## config.mk

```make
export PLATFORM = sky130hd
export DESIGN_NAME = gcd_ctrl
export DESIGN_NICKNAME = d
export VERILOG_FILES = /design/src/rtl/gcd_pkg.sv /design/src/rtl/gcd_ctrl.sv
export SDC_FILE = /design/constraint.sdc
export NUM_CORES = 1
export LEC_CHECK = 0
export ABC_CLOCK_PERIOD_IN_PS = 2550
export BUFFER_PORTS_ARGS = -buffer_cell sky130_fd_sc_hd__clkbuf_2
export CAP_MARGIN = 20
export CORE_AREA = 2 2 39 41
export CTS_BUF_LIST = sky130_fd_sc_hd__clkbuf_8
export DETAILED_ROUTE_END_ITERATION = 8
export DIE_AREA = 0 0 41 43
export HOLD_SLACK_MARGIN = 0.05
export SLEW_MARGIN = 20
export SYNTH_ARGS = -nofsm -noshare
export SYNTH_HDL_FRONTEND = slang
export SYNTH_SLANG_ARGS = --single-unit
```

## constraint.sdc

```tcl
create_clock -name clk -period 2.55 [get_ports clk]
set_input_delay 0.255 -clock clk [delete_from_list [all_inputs] [get_ports clk]]
set_output_delay 0.255 -clock clk [all_outputs]
set_load 0.01 [all_outputs]
```

## src/rtl/gcd_pkg.sv

```systemverilog
package gcd_pkg;

	typedef enum logic [1:0] {
		ACT_LOAD_A  = 2'd0,
		ACT_LOAD_B  = 2'd1,
		ACT_COMPUTE = 2'd2,
		ACT_CLEAR   = 2'd3
	} action_t;

	typedef enum logic [1:0] {
		REG_THRESHOLD = 2'd0,
		REG_DISJ_COEF = 2'd1,
		REG_EXC_COEF  = 2'd2,
		REG_WGT_COEF  = 2'd3
	} reg_index_t;

	typedef enum logic [3:0] {
		S_IDLE,
		S_FETCH,
		S_STEP,
		S_MUL,
		S_DIV1_GO,
		S_DIV1,
		S_DIV2_GO,
		S_DIV2,
		S_SUM,
		S_OUT
	} state_t;

	localparam int THR_W  = 11;
	localparam int COEF_W = 16;
	localparam int DIST_W = 48;
	localparam int DISJ_OUT_W = 12;
	localparam int EXC_OUT_W  = 11;

	typedef struct packed {
		logic load_a;
		logic load_b;
		logic clear;
		logic init;
		logic step;
		logic mul;
		logic div_start;
		logic div_sel;
		logic cap_q1;
		logic cap_q2;
		logic sum;
	} cmd_t;

	typedef struct packed {
		logic walk_more;
		logic div_busy;
	} status_t;

endpackage

```

## src/rtl/gcd_ctrl.sv

```systemverilog
module gcd_ctrl (
	input  logic             clk,
	input  logic             arst_n,
	input  logic             start,
	input  logic [1:0]       action,
	input  gcd_pkg::status_t st,
	output gcd_pkg::cmd_t    cmd,
	output logic             busy,
	output logic             done
);
	import gcd_pkg::*;

	state_t state_q, state_d;
	logic   take;

	assign take = start && (state_q == S_IDLE);

	always_ff @(posedge clk or negedge arst_n) begin
		if (!arst_n) begin
			state_q <= S_IDLE;
		end else begin
			state_q <= state_d;
		end
	end

	always_comb begin
		state_d = state_q;
		cmd     = '0;
		busy    = (state_q != S_IDLE);
		done    = 1'b0;
		unique case (state_q)
			S_IDLE: begin
				if (take) begin
					unique case (action_t'(action))
						ACT_LOAD_A:  cmd.load_a = 1'b1;
						ACT_LOAD_B:  cmd.load_b = 1'b1;
						ACT_CLEAR:   cmd.clear = 1'b1;
						ACT_COMPUTE: begin
							cmd.init = 1'b1;
							state_d  = S_FETCH;
						end
						default: ;
					endcase
				end
			end
			S_FETCH: state_d = st.walk_more ? S_STEP : S_MUL;
			S_STEP: begin
				cmd.step = 1'b1;
				state_d  = S_FETCH;
			end
			S_MUL: begin
				cmd.mul = 1'b1;
				state_d = S_DIV1_GO;
			end
			S_DIV1_GO: begin
				cmd.div_start = 1'b1;
				state_d       = S_DIV1;
			end
			S_DIV1: begin
				if (!st.div_busy) begin
					cmd.cap_q1 = 1'b1;
					state_d    = S_DIV2_GO;
				end
			end
			S_DIV2_GO: begin
				cmd.div_start = 1'b1;
				cmd.div_sel   = 1'b1;
				state_d       = S_DIV2;
			end
			S_DIV2: begin
				if (!st.div_busy) begin
					cmd.cap_q2 = 1'b1;
					state_d    = S_SUM;
				end
			end
			S_SUM: begin
				cmd.sum = 1'b1;
				state_d = S_OUT;
			end
			S_OUT: begin
				done    = 1'b1;
				state_d = S_IDLE;
			end
			default: state_d = S_IDLE;
		endcase
	end

	a_done_single: assert property (@(posedge clk) disable iff (!arst_n)
		done |=> !done) else $error("result strobe longer than one cycle");
	a_step_in_range: assert property (@(posedge clk) disable iff (!arst_n)
		cmd.step |-> st.walk_more) else $error("merge step past list end");
	a_compute_busy: assert property (@(posedge clk) disable iff (!arst_n)
		(take && action == ACT_COMPUTE) |=> busy) else $error("compute not busy");
	a_idle_no_loads: assert property (@(posedge clk) disable iff (!arst_n)
		busy |-> !(cmd.load_a || cmd.load_b || cmd.clear)) else $error("load while busy");

endmodule

```

[After elaboration in Yosys (flattened, before gate mapping)]
Index checks and enable logic that the tools add are counted.
Operators by class
  equal/unequal tests: 16
  divide/modulo/power cells: 0
  magnitude comparators: 0
  reduce and logical (&&, ||, !) cells: 6
  multipliers: 0
  shift-type cells: 0
  bitwise operators: 0
  $add $sub $neg: 0
  mux-type cells: 21
Operators by type and width (number)
  $pmux W4 S9: 1
  $mux W4: 6
  $eq A4 B3 Y1 const B: 4
  $mux W1: 14
  $eq A4 B2 Y1 const B: 2
  $eq A4 B4 Y1 const B: 2
  $ne A2 B2 Y1 const B: 3
  $eq A2 B2 Y1 const B: 2
  $eq A4 B1 Y1 const B: 1
  $logic_not A4 Y1: 1
  $reduce_and A4 Y1: 1
  $reduce_bool A4 Y1: 1
  $eq A2 B1 Y1 const B: 1
  $logic_not A2 Y1: 1
  $ne A2 B1 Y1 const B: 1
  $reduce_or A2 Y1: 1
  $logic_and A1 B1 Y1: 1
Word-level totals
  register bits: 4
  bits of input ports: 7
  logic and storage cells: 44
  memory bits (read-only): 0
  output and inout port bits: 13
  memories: 0
  latch bits: 0
  bits in writable memories: 0

[Depth between registers and ports, before layout]
  depth after elaboration: 4
  depth in mapped cells: 4

[Worst setup path before layout]
OpenSTA, ideal clock, no wires.
  path kind: flip-flop to output port
  start: register state_q[1]
  end: output port cmd[10] in the netlist's numbering
  slack: 1.100 ns
  cell stages (with the launch flop): 5
  data required time: 2.295 ns
  arrival time: 1.195 ns
  cells stage by stage: dfrtp_1 buf_6 nor4_4 nand2_2 nor3_1
RTL lines
  start, declared: RTL line gcd_ctrl.sv:13  | state_t state_q, state_d;
  start signal, assigned: RTL line gcd_ctrl.sv:22  | state_q <= state_d;
  end, declared: RTL line gcd_ctrl.sv:7  | output gcd_pkg::cmd_t cmd,

==> flow_summary.ini <==
[route]
drtIter0Drc = 2
viasPerCell = 4.69
vias = 366
post_drt_wl_per_cell_um = 10.8
firstDrtPassIters = 2
drc = 0
routed_wl_um = 846
ant_nets = 0

[final_layout]
largest-register = state_q
fill_cells = 156
area_growth_pct = 38.6
final_cells = 78
top_regs = state_q: 4 flops
n_antenna_cell = 0
drive_above_1_share_pct = 43.5
nNetsFinal = 71
largest_register_ffs = 4

[clocking]
cts_resized = 0
cts_setup_buffers = 0
clk_latency_ns = 0.21
cts_buffers = 3
clk_pin_slew_ns = 0.03
cts_root_buf = clkbuf_8
htree_levels = 1
ctsLongestPathBuffers = 2
clkSinkCount = 4
cts_tree = done

[worst_setup_path]
worst-setup-path-type = flop to output port
cp-start-kind = flop
slowest_stage = dfrtp_1
path_max_fanout = 10
worstPathCellList = nor4_4, nand2_2, nor3b_2, clkbuf_2
cp-end-kind = output port
critPathRequiredTime_ns = 2.30
critical_path_arrival_ns = 1.58
path_buf_inv = 1
critical-path-top-delay-family = simple AND/OR/NAND/NOR gates
slowest_delay_ns = 0.49

[power_and_ir_drop]
switching_share_pct = 44.2
p_per_area_nw_per_um2 = 1080
clkPwrFrac_pct = 23.9
switching_power_mw = 0.240
p_seq_share_pct = 33.2
intPower_mw = 0.303
p_leak_nw = 0.229
power_mw = 0.543
ir_drop_v = 0.000407
combPwrFrac_pct = 42.9

[synth]
yosysTopAreaCell = dfrtp_1
yosysWarnings = 0
syn_inst = 43
synthTopCellsByArea = dfrtp_1 28%, nor3_1 8.3%, nor3b_2 6.9%, nor4_4 5.9%, nand2b_1 5.2%
synth_nets = 50
syn_area_um2 = 363
ys_seq_area_share_pct = 27.6
synth-seq-cells = 4
netlist-cell-type-count = 23
synth_top_area_share_pct = 27.6
syn_area_per_cell_um2 = 8.44

[placed_design]
dp.cells = 74
post-dp-hpwl_um = 642
port_buffers = 19
finalWeightedCongestion = 0.688

[global_route]
grt.overflow.total = 0
antenna_found_initial = 0
grt_use_total_pct = 11.6
grt_pass1_vias = 343
grt_pass1_wl_um = 1370
grt_max_degree = 12

[die]
num_rows = 14
initial_core_util_pct = 26.2
dieArea_um2 = 1760
die_h_um = 43
die_w_um = 41
core_area_um2 = 1380
ios = 20

[timing]
setup_violations = 0
max_freq_mhz = 546
rsz0062_at_grt = false
slew_viol_final = 0
layout_min_cycle_time_ns = 1.83
hold_viol = 0
worstMarginPinSlew_ns = 0.391
fin_crit_sh_pct = 71.8
tns_ns = 0
finClkSkew_ns = 0.00401
slew_headroom_pct = 74.0

[job]
maxCapViolations = 0

[worst_hold_path]
hp-class = input port to asynchronous set/reset pin

[run_status]
outcome = completed
[kinds of logic after synthesis]
logic type	after synthesis	synth area share [%]
simple gates	24	45.2
flops	4	27.6
compound gates	9	17.9
buf+inv	6	9.31
[placed cells by master (no fill, tap or decap), types with 2 or more instances in the layout]
master / count
nand2b_1: 3
dfrtp_1: 4
nor2_1: 3
a21oi_1: 3
inv_1: 2
clkbuf_8: 3
nor3_1: 6
nor3b_2: 2
clkbuf_2: 19
nand2_1: 3
[final timing paths]
| kind | start | to | slack [ns] | depth (start not counted) |
|---|---|---|---|---|
| setup / recovery | state_q[1] | cmd[9] | 0.72 | 4 |
| hold / removal | arst_n | state_q[3] | 0.38 | 2 |
| setup reg to reg | state_q[1] | state_q[0] | 1.27 | 3 |
| hold reg to reg | state_q[3] | state_q[1] | 0.67 | 1 |
| max in group asynchronous | arst_n | state_q[0] | 2.05 | 2 |
| min in group clk | st[0] | state_q[0] | 0.38 | 3 |
[metal layers]
layer  GRT usage [%]  vias to the layer above  routed length [um]
li1                -                      193                   -
met3            6.28                        0                  61
met4            4.00                        0                   0
met5               0                        -                   0
met2            16.6                       15                 372
met1            14.5                      158                 411
[what timing repair did]
action,CTS,global route
hold buffers,1,0
endpoints found under the hold margin,4,0
setup endpoints to repair,0,0
[synthesized netlist by cell type]
cell type / instances
nor3_1: 6
o211ai_1: 1
nand3b_1: 1
o32ai_1: 1
nand2_2: 1
a21oi_1: 3
nand2b_1: 3
nor3b_1: 1
or2_1: 1
nor3_2: 1
nor4_4: 1
o2bb2ai_1: 1
buf_6: 1
a211o_1: 1
dfrtp_1: 4
nor2_1: 3
and4_1: 1
inv_1: 2
o21a_1: 1
o31a_1: 1
buf_2: 3
nand2_1: 3
nor3b_2: 2
[power by group through the flow]
stage	combinational [mW]	clock, mW	sequential [mW]
2_1_floorplan	0.254	0	0.106
3_3_place_gp	0.231	0	0.179
3_5_place_dp	0.233	0	0.179
4_1_cts	0.236	0.133	0.179
5_1_grt	0.262	0.136	0.192
6_report	0.233	0.130	0.180
[metrics by stage]
step | setup slack (ns) | instance area, um^2 | utilization [%] | hold slack [ns]
finish | 0.719 | 503 | 36.3 | 0.376
global route | 0.605 | 503 | 36.3 | 0.406
CTS | 0.714 | 503 | 36.3 | 0.376
detailed placement | 0.944 | 452 | 32.6 | 0.0646
global placement | 0.987 | 452 | 32.6 | 0.0636
floorplan | 1.10 | 363 | - | -0.0406
[layout make-up]
| cell class | count | area (um^2) | area share (%) |
|---|---|---|---|
| clock buffers | 3 | 41.3 | 8.21 |
| inverters | 2 | 7.51 | 1.49 |
| multi-input cells | 33 | 229 | 45.5 |
| flip-flops and latches | 4 | 100 | 19.9 |
| well taps | 16 | 20.0 | 3.98 |
| repair buffers | 20 | 105 | 20.9 |
[worst reg2reg max path, delay by kind of cell (launching register included)]
kind | cells | cell delay, ns
flops | 1 | 0.49
simple gates | 1 | 0.41
compound gates | 2 | 0.27
(Power assumes the default switching activity.)
